**config.mk**
```make
export PLATFORM = sky130hd
export DESIGN_NAME = three_mode_waveform_generator_flat
export DESIGN_NICKNAME = d
export VERILOG_FILES = /design/src/rtl/tmwg_pkg.sv /design/src/rtl/tmwg_channels.sv /design/src/rtl/tmwg_sine_rom.sv /design/src/rtl/three_mode_waveform_generator.sv /design/src/flat_wrapper.sv
export SDC_FILE = /design/constraint.sdc
export NUM_CORES = 1
export LEC_CHECK = 0
export ABC_AREA = 0
export BUFFER_PORTS_ARGS = -buffer_cell sky130_fd_sc_hd__buf_2
export CORE_ASPECT_RATIO = 0.5
export CORE_UTILIZATION = 40
export DETAILED_ROUTE_END_ITERATION = 8
export GPL_TIMING_DRIVEN = 0
export PLACE_DENSITY = 0.66
export SLEW_MARGIN = 20
export SYNTH_ARGS = -nofsm -noshare
export SYNTH_HDL_FRONTEND = slang
export SYNTH_SLANG_ARGS = --single-unit
```
**constraint.sdc**
```tcl
create_clock -name clock -period 12.5 [get_ports clock]
set_clock_uncertainty 0.05 [all_clocks]
set_input_delay 1.875 -clock clock [delete_from_list [all_inputs] [get_ports clock]]
set_output_delay 1.875 -clock clock [all_outputs]
set_load 0.01 [all_outputs]
```
**src/rtl/tmwg_pkg.sv**
```systemverilog
`default_nettype none

package tmwg_pkg;

   // Field widths of the request, result and register payloads
   localparam int AMP_W       = 12;
   localparam int MODE_W      = 2;
   localparam int DUTY_W      = 7;
   localparam int PHASE_OUT_W = 8;
   localparam int SINE_W      = 16;
   localparam int QUO_W       = 12;

   // Default period length in samples
   localparam int SAMPLES_PER_PERIOD_DEF = 200;

   // Duty is given in percent
   localparam int DUTY_MAX = 100;

   // Configuration port
   localparam int CSR_ADDR_W = 4;
   localparam int CSR_DATA_W = 32;

   // Register indexes (paddr[3:2])
   localparam logic [1:0] REG_WAVE_MODE = 2'd0;
   localparam logic [1:0] REG_AMPLITUDE = 2'd1;
   localparam logic [1:0] REG_DUTY      = 2'd2;

   // Wave mode codes
   localparam logic [MODE_W-1:0] MODE_SQUARE   = 2'd0;
   localparam logic [MODE_W-1:0] MODE_SINE     = 2'd1;
   localparam logic [MODE_W-1:0] MODE_TRIANGLE = 2'd2;

   // Register reset values
   localparam logic [MODE_W-1:0] WAVE_MODE_RST = MODE_SQUARE;
   localparam logic [AMP_W-1:0]  AMPLITUDE_RST = 12'd3722;
   localparam logic [DUTY_W-1:0] DUTY_RST      = 7'd50;

endpackage

`default_nettype wire

```
**src/rtl/tmwg_channels.sv**
```systemverilog
`default_nettype none

// Request channel: one sample tick
interface tmwg_req_if;
   logic valid;
   logic ready;
   logic restart;

   modport source (output valid, output restart, input ready);
   modport sink   (input valid, input restart, output ready);
endinterface

// Result channel: one DAC sample
interface tmwg_rsp_if;
   logic                               valid;
   logic                               ready;
   logic [tmwg_pkg::AMP_W-1:0]         dac_code;
   logic [tmwg_pkg::PHASE_OUT_W-1:0]   phase_index;
   logic                               period_last;

   modport source (output valid, output dac_code, output phase_index, output period_last,
                   input ready);
   modport sink   (input valid, input dac_code, input phase_index, input period_last,
                   output ready);
endinterface

`default_nettype wire

```
**src/rtl/tmwg_sine_rom.sv**
```systemverilog
`default_nettype none

module tmwg_sine_rom #(
   parameter int SAMPLES_PER_PERIOD = tmwg_pkg::SAMPLES_PER_PERIOD_DEF
) (
   input  wire logic                                  clock,
   input  wire logic [$clog2(SAMPLES_PER_PERIOD)-1:0] addr,
   output logic      [tmwg_pkg::SINE_W-1:0]           data
);

   localparam int AW = $clog2(SAMPLES_PER_PERIOD);
   localparam longint unsigned Q30_ONE     = 64'd1073741824;
   localparam longint unsigned Q30_HALF_PI = 64'd1686629713;
   localparam longint unsigned SINE_MID    = 64'd32768;
   localparam longint unsigned SINE_MAX    = 64'd32767;

   // Offset-binary sine code 32768 + round(32768 * sin(2*pi*idx/N)), built at elaboration
   // (term capped at 32767). Quadrant fold, degree-11 Taylor series in Q30 (Horner form).
   function automatic logic [tmwg_pkg::SINE_W-1:0] sine_offset(input int unsigned idx);
      longint unsigned q;
      longint unsigned quad;
      longint unsigned r;
      longint unsigned t;
      longint unsigned t2;
      longint unsigned h;
      longint unsigned s;
      begin
         q    = longint'(idx) * 4;
         quad = q / SAMPLES_PER_PERIOD;
         r    = q % SAMPLES_PER_PERIOD;
         if ((quad & 64'd1) != 0) begin
            t = (SAMPLES_PER_PERIOD - r) * Q30_HALF_PI / SAMPLES_PER_PERIOD;
         end else begin
            t = r * Q30_HALF_PI / SAMPLES_PER_PERIOD;
         end
         t2 = (t * t) >> 30;
         h  = Q30_ONE;
         h  = Q30_ONE - ((t2 * h) >> 30) / 110;
         h  = Q30_ONE - ((t2 * h) >> 30) / 72;
         h  = Q30_ONE - ((t2 * h) >> 30) / 42;
         h  = Q30_ONE - ((t2 * h) >> 30) / 20;
         h  = Q30_ONE - ((t2 * h) >> 30) / 6;
         s  = (((t * h) >> 30) + 64'd16384) >> 15;
         if (s > SINE_MAX) begin
            s = SINE_MAX;
         end
         if ((quad & 64'd2) != 0) begin
            sine_offset = tmwg_pkg::SINE_W'(SINE_MID - s);
         end else begin
            sine_offset = tmwg_pkg::SINE_W'(SINE_MID + s);
         end
      end
   endfunction

   logic [tmwg_pkg::SINE_W-1:0] rom_table [SAMPLES_PER_PERIOD];
   logic [tmwg_pkg::SINE_W-1:0] data_ff;

   // Fill the constant table
   for (genvar g = 0; g < SAMPLES_PER_PERIOD; g++) begin : g_rom
      assign rom_table[g] = sine_offset(g);
   end

   // Registered read
   always_ff @(posedge clock) begin
      data_ff <= rom_table[addr[AW-1:0]];
   end

   assign data = data_ff;

endmodule

`default_nettype wire

```
**src/rtl/three_mode_waveform_generator.sv**
```systemverilog
// Three-mode waveform generator: square pulse, sine and triangle DAC samples.
// Request channel (req_chan): each accepted request is one sample tick; restart
// set to 1 puts the phase index back to zero before this sample.
// Result channel (rsp_chan): one result per request with the 12-bit DAC code,
// the phase index of the sample and a flag on the last sample of the period.
// Configuration port (APB style, pready always high): wave_mode at 0x0,
// amplitude_code at 0x4, duty_percent at 0x8; write only while the block is idle.
// A square or sine sample passes the states S_ROM, S_MUL and S_EVAL and is
// loaded into the output register in S_OUT; a triangle sample also runs
// through S_DIV, the 12 steps of the restoring divider that forms the slope
// quotient one bit per cycle. The next request is taken only once the result
// is in the output register and the sequencer is back in idle.
// The output register holds a result while the receiver stalls; a request
// can already be accepted then, and its result waits until the register is free.
// Reset (synchronous, active high) clears the phase index to zero, empties
// the output register and loads the register defaults: square mode,
// amplitude 3722, duty 50 percent.
`default_nettype none

module three_mode_waveform_generator #(
   parameter int SAMPLES_PER_PERIOD = tmwg_pkg::SAMPLES_PER_PERIOD_DEF
) (
   input  wire logic                              clock,
   input  wire logic                              reset,
   tmwg_req_if.sink                               req_chan,
   tmwg_rsp_if.source                             rsp_chan,
   input  wire logic                              psel,
   input  wire logic                              penable,
   input  wire logic                              pwrite,
   input  wire logic [tmwg_pkg::CSR_ADDR_W-1:0]   paddr,
   input  wire logic [tmwg_pkg::CSR_DATA_W-1:0]   pwdata,
   output logic      [tmwg_pkg::CSR_DATA_W-1:0]   prdata,
   output logic                                   pready
);

   localparam int PW    = $clog2(SAMPLES_PER_PERIOD);
   localparam int CW    = $clog2(SAMPLES_PER_PERIOD + 1);
   localparam int DW    = CW + 1;
   localparam int BW    = (CW > tmwg_pkg::SINE_W) ? CW : tmwg_pkg::SINE_W;
   localparam int PRODW = tmwg_pkg::AMP_W + BW;
   localparam int QW    = tmwg_pkg::QUO_W;
   localparam int CNTW  = $clog2(QW);
   localparam int AW    = tmwg_pkg::AMP_W;
   localparam int Pct   = tmwg_pkg::DUTY_MAX;

   localparam logic [PW-1:0]   LAST_IDX  = PW'(SAMPLES_PER_PERIOD - 1);
   localparam logic [CW-1:0]   N_COUNT   = CW'(SAMPLES_PER_PERIOD);
   localparam logic [CNTW-1:0] LAST_STEP = CNTW'(QW - 1);

   typedef enum logic [2:0] {
      S_IDLE,
      S_ROM,
      S_MUL,
      S_EVAL,
      S_DIV,
      S_OUT
   } state_type;

   // Configuration registers
   logic [tmwg_pkg::MODE_W-1:0] wave_mode_ff;
   logic [AW-1:0]               amplitude_ff;
   logic [tmwg_pkg::DUTY_W-1:0] duty_ff;
   logic                        csr_write;

   // Sequencer and datapath registers
   state_type         state_ff, state_in;
   logic [PW-1:0]     phase_ff, phase_in;
   logic [PW-1:0]     idx_ff, idx_in;
   logic [CW-1:0]     peak_ff, peak_in;
   logic              rise_ff, rise_in;
   logic [PRODW-1:0]  prod_ff, prod_in;
   logic [DW-1:0]     den_ff, den_in;
   logic [DW-1:0]     rem_ff, rem_in;
   logic [QW-1:0]     quo_ff, quo_in;
   logic [CNTW-1:0]   step_ff, step_in;
   logic [AW-1:0]     res_ff, res_in;
   logic              rsp_valid_ff, rsp_valid_in;
   logic [AW-1:0]     rsp_dac_ff, rsp_dac_in;
   logic [PW-1:0]     rsp_idx_ff, rsp_idx_in;
   logic              rsp_last_ff, rsp_last_in;

   logic [CW-1:0]              peak_tbl [Pct + 1];
   logic [tmwg_pkg::DUTY_W-1:0] duty_eff;
   logic [tmwg_pkg::SINE_W-1:0] rom_data;
   logic [BW-1:0]              mul_b;
   logic [CW-1:0]              fall_count;
   logic [DW:0]                trial;
   logic                       trial_ge;
   logic                       req_take;
   logic                       out_free;

   // Peak index for each duty value: floor(duty * N / 100)
   for (genvar d = 0; d <= Pct; d++) begin : g_peak
      assign peak_tbl[d] = CW'(d * SAMPLES_PER_PERIOD / Pct);
   end

   tmwg_sine_rom #(
      .SAMPLES_PER_PERIOD (SAMPLES_PER_PERIOD)
   ) u_sine_rom (
      .clock (clock),
      .addr  (idx_ff),
      .data  (rom_data)
   );

   // Register writes and reads
   assign csr_write = psel && penable && pwrite;
   assign pready    = 1'b1;

   always_ff @(posedge clock) begin
      if (reset) begin
         wave_mode_ff <= tmwg_pkg::WAVE_MODE_RST;
         amplitude_ff <= tmwg_pkg::AMPLITUDE_RST;
         duty_ff      <= tmwg_pkg::DUTY_RST;
      end else if (csr_write) begin
         case (paddr[3:2])
            tmwg_pkg::REG_WAVE_MODE: wave_mode_ff <= pwdata[tmwg_pkg::MODE_W-1:0];
            tmwg_pkg::REG_AMPLITUDE: amplitude_ff <= pwdata[AW-1:0];
            tmwg_pkg::REG_DUTY:      duty_ff      <= pwdata[tmwg_pkg::DUTY_W-1:0];
            default: ;
         endcase
      end
   end

   always_comb begin
      case (paddr[3:2])
         tmwg_pkg::REG_WAVE_MODE: prdata = tmwg_pkg::CSR_DATA_W'(wave_mode_ff);
         tmwg_pkg::REG_AMPLITUDE: prdata = tmwg_pkg::CSR_DATA_W'(amplitude_ff);
         tmwg_pkg::REG_DUTY:      prdata = tmwg_pkg::CSR_DATA_W'(duty_ff);
         default:                 prdata = '0;
      endcase
   end

   // Clamp duty above full scale
   assign duty_eff = (duty_ff > tmwg_pkg::DUTY_W'(Pct)) ? tmwg_pkg::DUTY_W'(Pct) : duty_ff;

   assign req_take = req_chan.valid && (state_ff == S_IDLE);
   assign out_free = !rsp_valid_ff || rsp_chan.ready;

   // Multiplier operand: sine code, rising count or falling count
   assign fall_count = N_COUNT - CW'(idx_ff);
   always_comb begin
      if (wave_mode_ff == tmwg_pkg::MODE_SINE) begin
         mul_b = BW'(rom_data);
      end else if (rise_ff) begin
         mul_b = BW'(idx_ff);
      end else begin
         mul_b = BW'(fall_count);
      end
   end

   // Shared subtract and compare of the restoring divider
   assign trial    = {rem_ff, quo_ff[QW-1]};
   assign trial_ge = trial >= {1'b0, den_ff};

   // Sequencer
   always_comb begin
      state_in     = state_ff;
      phase_in     = phase_ff;
      idx_in       = idx_ff;
      peak_in      = peak_ff;
      rise_in      = rise_ff;
      prod_in      = prod_ff;
      den_in       = den_ff;
      rem_in       = rem_ff;
      quo_in       = quo_ff;
      step_in      = step_ff;
      res_in       = res_ff;
      rsp_valid_in = rsp_valid_ff && !rsp_chan.ready;
      rsp_dac_in   = rsp_dac_ff;
      rsp_idx_in   = rsp_idx_ff;
      rsp_last_in  = rsp_last_ff;

      case (state_ff)
         S_IDLE: begin
            // Take the request, resolve the sample index and advance the phase
            if (req_take) begin
               idx_in   = req_chan.restart ? '0 : phase_ff;
               phase_in = (idx_in == LAST_IDX) ? '0 : idx_in + 1'b1;
               peak_in  = peak_tbl[duty_eff];
               state_in = S_ROM;
            end
         end
         S_ROM: begin
            // ROM read in flight; pick the triangle segment
            rise_in  = CW'(idx_ff) < peak_ff;
            state_in = S_MUL;
         end
         S_MUL: begin
            prod_in  = PRODW'(amplitude_ff * mul_b);
            den_in   = rise_ff ? {peak_ff, 1'b0} : {N_COUNT - peak_ff, 1'b0};
            state_in = S_EVAL;
         end
         S_EVAL: begin
            state_in = S_OUT;
            case (wave_mode_ff)
               tmwg_pkg::MODE_SQUARE:
                  res_in = (CW'(idx_ff) <= peak_ff) ? amplitude_ff : '0;
               tmwg_pkg::MODE_SINE:
                  res_in = prod_ff[tmwg_pkg::SINE_W +: AW];
               tmwg_pkg::MODE_TRIANGLE: begin
                  // Quotient fits QW bits, so the high part starts below the divisor
                  rem_in   = DW'(prod_ff >> QW);
                  quo_in   = prod_ff[QW-1:0];
                  step_in  = '0;
                  state_in = S_DIV;
               end
               default:
                  res_in = '0;
            endcase
         end
         S_DIV: begin
            // One quotient bit per cycle
            rem_in  = trial_ge ? DW'(trial - {1'b0, den_ff}) : DW'(trial);
            quo_in  = {quo_ff[QW-2:0], trial_ge};
            step_in = step_ff + 1'b1;
            if (step_ff == LAST_STEP) begin
               res_in   = AW'(quo_in);
               state_in = S_OUT;
            end
         end
         S_OUT: begin
            // Hold until the output register is free
            if (out_free) begin
               rsp_valid_in = 1'b1;
               rsp_dac_in   = res_ff;
               rsp_idx_in   = idx_ff;
               rsp_last_in  = idx_ff == LAST_IDX;
               state_in     = S_IDLE;
            end
         end
         default: begin
            state_in = S_IDLE;
         end
      endcase
   end

   always_ff @(posedge clock) begin
      if (reset) begin
         state_ff     <= S_IDLE;
         phase_ff     <= '0;
         rsp_valid_ff <= 1'b0;
      end else begin
         state_ff     <= state_in;
         phase_ff     <= phase_in;
         rsp_valid_ff <= rsp_valid_in;
      end
      idx_ff      <= idx_in;
      peak_ff     <= peak_in;
      rise_ff     <= rise_in;
      prod_ff     <= prod_in;
      den_ff      <= den_in;
      rem_ff      <= rem_in;
      quo_ff      <= quo_in;
      step_ff     <= step_in;
      res_ff      <= res_in;
      rsp_dac_ff  <= rsp_dac_in;
      rsp_idx_ff  <= rsp_idx_in;
      rsp_last_ff <= rsp_last_in;
   end

   // Channel outputs
   assign req_chan.ready       = state_ff == S_IDLE;
   assign rsp_chan.valid       = rsp_valid_ff;
   assign rsp_chan.dac_code    = rsp_dac_ff;
   assign rsp_chan.phase_index = tmwg_pkg::PHASE_OUT_W'(rsp_idx_ff);
   assign rsp_chan.period_last = rsp_last_ff;

endmodule

`default_nettype wire

```
**src/flat_wrapper.sv**
```systemverilog
// flat-port wrapper written by rule: the top's interface ports become plain ports
module three_mode_waveform_generator_flat 
#(
   parameter int SAMPLES_PER_PERIOD = tmwg_pkg::SAMPLES_PER_PERIOD_DEF
)
  (clock, reset, psel, penable, pwrite, paddr, pwdata, prdata, pready, req_chan_valid, req_chan_restart, req_chan_ready, rsp_chan_valid, rsp_chan_dac_code, rsp_chan_phase_index, rsp_chan_period_last, rsp_chan_ready);
  tmwg_req_if req_chan_i ();
  tmwg_rsp_if rsp_chan_i ();
  input  wire logic clock;
  input  wire logic reset;
  input  wire logic psel;
  input  wire logic penable;
  input  wire logic pwrite;
  input  wire logic [tmwg_pkg::CSR_ADDR_W-1:0] paddr;
  input  wire logic [tmwg_pkg::CSR_DATA_W-1:0] pwdata;
  output logic      [tmwg_pkg::CSR_DATA_W-1:0] prdata;
  output logic pready;
  input wire logic [$bits(req_chan_i.valid)-1:0] req_chan_valid;
  input wire logic [$bits(req_chan_i.restart)-1:0] req_chan_restart;
  output wire logic [$bits(req_chan_i.ready)-1:0] req_chan_ready;
  output wire logic [$bits(rsp_chan_i.valid)-1:0] rsp_chan_valid;
  output wire logic [$bits(rsp_chan_i.dac_code)-1:0] rsp_chan_dac_code;
  output wire logic [$bits(rsp_chan_i.phase_index)-1:0] rsp_chan_phase_index;
  output wire logic [$bits(rsp_chan_i.period_last)-1:0] rsp_chan_period_last;
  input wire logic [$bits(rsp_chan_i.ready)-1:0] rsp_chan_ready;
  assign req_chan_i.valid = req_chan_valid;
  assign req_chan_i.restart = req_chan_restart;
  assign req_chan_ready = req_chan_i.ready;
  assign rsp_chan_valid = rsp_chan_i.valid;
  assign rsp_chan_dac_code = rsp_chan_i.dac_code;
  assign rsp_chan_phase_index = rsp_chan_i.phase_index;
  assign rsp_chan_period_last = rsp_chan_i.period_last;
  assign rsp_chan_i.ready = rsp_chan_ready;
  three_mode_waveform_generator #(.SAMPLES_PER_PERIOD(SAMPLES_PER_PERIOD)) u_core (.clock(clock), .reset(reset), .req_chan(req_chan_i), .rsp_chan(rsp_chan_i), .psel(psel), .penable(penable), .pwrite(pwrite), .paddr(paddr), .pwdata(pwdata), .prdata(prdata), .pready(pready));
endmodule
```
==> flow_summary.json <==
{
  "cp.arrival_ns": 9.04,
  "path_class": "reg -> reg",
  "first_global_vias": 15400,
  "dpl_worst_slack_ns": 3.92,
  "routedWlPerCell_um": 25.4,
  "p_leak_nw": 8.34,
  "synth_ff_type": "edfxtp_1",
  "crit_buf_inv": 7,
  "place_congestion": 1.02,
  "ys_seq_area_frac": 0.251,
  "fin_nets": 2377,
  "endpoint_kind": "flop",
  "max-slew-margin-rel": 0.269,
  "dieArea_um2": 43200,
  "hold_viol": 0,
  "clk_latency_ns": 0.44,
  "cp.required_ns": 12.63,
  "synth.most_common_cell": "nand2_1",
  "worstMarginPinSlew_ns": 1.10,
  "drive_above_1_share": 0.0954,
  "busiest_layer": "met2",
  "ant_nets": 0,
  "outcome": "finished, final reports clean",
  "setup_slack_ns": 3.58,
  "coreArea_um2": 41100,
  "clock_path_buffers": 2,
  "yosys_warnings": 0,
  "crit_path_max_incr_delay_ns": 0.97,
  "io_buffers": 55,
  "synthArstFlopShare": 0,
  "ctsHoldBuffers": 0,
  "numCtsBuffers": 17,
  "grt_max_degree": 24,
  "min_period_ns": 8.92,
  "regArea_um2": 4250,
  "min_path_type": "reg -> reg",
  "syn_area_per_cell_um2": 8.52,
  "htree_levels": 4,
  "rows": 52,
  "syn_to_final_growth_pct": 9.89,
  "hpwlAfterDp_mm": 52.0,
  "die_height_um": 147,
  "drc": 0,
  "grt_use_met2": 0.475,
  "critPathLaunchType": "flop",
  "fill_cells": 4104,
  "synth_edf_count": 109,
  "utilization": 0.453,
  "globalRouteMet3Util": 0.0767,
  "maxCapViolCount": 0,
  "ys_ff_latch": 158,
  "path_max_fanout": 15,
  "clock_sinks": 158,
  "ir_worst_vdd_v": 0.000115,
  "root_buffer": "clkbuf_16",
  "synth_cell_types": 83,
  "die_w_um": 293,
  "synth_common_cells": "nand2_1, inv_1, fa_1",
  "rsz0062_at_grt": "false",
  "syn_inst": 1986,
  "cts_resized": 0,
  "synth.area.top_cells": "edfxtp_1, fa_1, ha_1",
  "critPathTopFamily": "adder cells",
  "max_freq_mhz": 112,
  "worst_hold_slack_ns": 0.367,
  "design_area_um2": 18600,
  "cts_tree": "done",
  "overflow": 0,
  "setup_tns_ns": 0,
  "drt-initial-drc-count": 1941,
  "use_met1": 0.435,
  "track_usage": 0.315,
  "synth_top_cell_by_area": "edfxtp_1",
  "io_pins": 100,
  "start_util": 0.412,
  "antenna_found_initial": 3,
  "cts_setup_buffers": 0,
  "slowest_stage": "edfxtp_1",
  "wl_mm": 67.8,
  "grt_pass1_wl_mm": 99.9,
  "dpl_cell_area_um2": 18100,
  "vias": 15800,
  "finalSetupViolCount": 0,
  "yosys.area.top_type_share": 0.193,
  "multi_input_area_um2": 11200,
  "firstDrtPassIters": 6,
  "via_per_inst": 5.92,
  "clk_pin_slew_ns": 0.06,
  "maxSlewViolCount": 0,
  "p_per_area_nw_per_um2": 149,
  "synth_area_um2": 16900,
  "fin_crit_sh": 0.714
}
[area by class of cell]
type | count | area share
Clock buffer | 19 | 0.0233
Timing Repair Buffer | 60 | 0.0183
Clock inverter | 12 | 0.00484
Sequential cell | 158 | 0.229
Multi-Input combinational cell | 1468 | 0.601
Buffer | 161 | 0.0416
Antenna cell | 2 | 0.000269
Tap cell | 567 | 0.0381
Inverter | 218 | 0.0440
[state kept, by name, indices dropped and copies added, names as in the netlist, 8 cells and up]
name and cells:
u_core.rem_ff 9, u_core.idx_ff 8, u_core.rsp_chan.phase_index 8, u_core.res_ff 12
u_core.rsp_chan.dac_code 12, u_core.quo_ff 12, u_core.amplitude_ff 12, u_core.phase_ff 8
u_core.u_sine_rom.data 16, u_core.prod_ff 28
[cell families after synthesis]
group,synth area share
other,0.000444
buffers and inverters,0.0941
DFF,0.251
AOI/OAI and AO/OA,0.159
xor gates and xnor gates,0.0207
and+or+nand+nor,0.204
adders and majority gates,0.247
muxes,0.0231
[stage by stage]
step | std cells | power (mW)
finish | 2665 | 2.77
global route | 2663 | 2.95
CTS | 2663 | 2.75
detailed placement | 2632 | 2.28
global placement | 2627 | 2.28
floorplan | 2005 | 1.80
[metal layers]
metal / wire [um] / vias to the layer above / share of wire
met5: 16 / - / 0.00024
met4: 3130 / 2 / 0.046
met3: 6860 / 206 / 0.10
met2: 28700 / 901 / 0.42
met1: 29100 / 7770 / 0.43
li1: - / 6902 / -
[where the power goes]
group          leakage [nW]  total, mW  internal, mW  switching (mW)
Combinational          6.68       1.58         0.578            1.00
Sequential             1.40      0.723         0.671          0.0520
Clock                 0.257      0.467         0.254           0.213
[worst paths after layout]
path | startpoint | to | slack (ns) | depth (start not counted)
worst max-delay path | u_core.idx_ff[0] | u_core.prod_ff[24] | 3.58 | 26
worst min-delay path | u_core.res_ff[11] | u_core.rsp_chan.dac_code[11] | 0.37 | 0
worst max register to register | u_core.idx_ff[0] | u_core.prod_ff[24] | 3.58 | 26
worst min register to register | u_core.res_ff[11] | u_core.rsp_chan.dac_code[11] | 0.37 | 0
[layout by cell type, fill, tap and decap left out, types with 43 or more instances in the layout]
cell	Yosys	layout
buf_2	48	103
dfxtp_1	49	49
fa_1	141	141
nor2_1	93	92
and3_1	59	59
nand2_1	305	305
clkbuf_1	76	78
o21ai_0	81	80
a21oi_1	107	107
edfxtp_1	109	109
ha_1	108	108
and2_1	56	56
inv_1	214	214
nor2b_1	43	43
No activity file was read; power rests on OpenSTA's default activity.
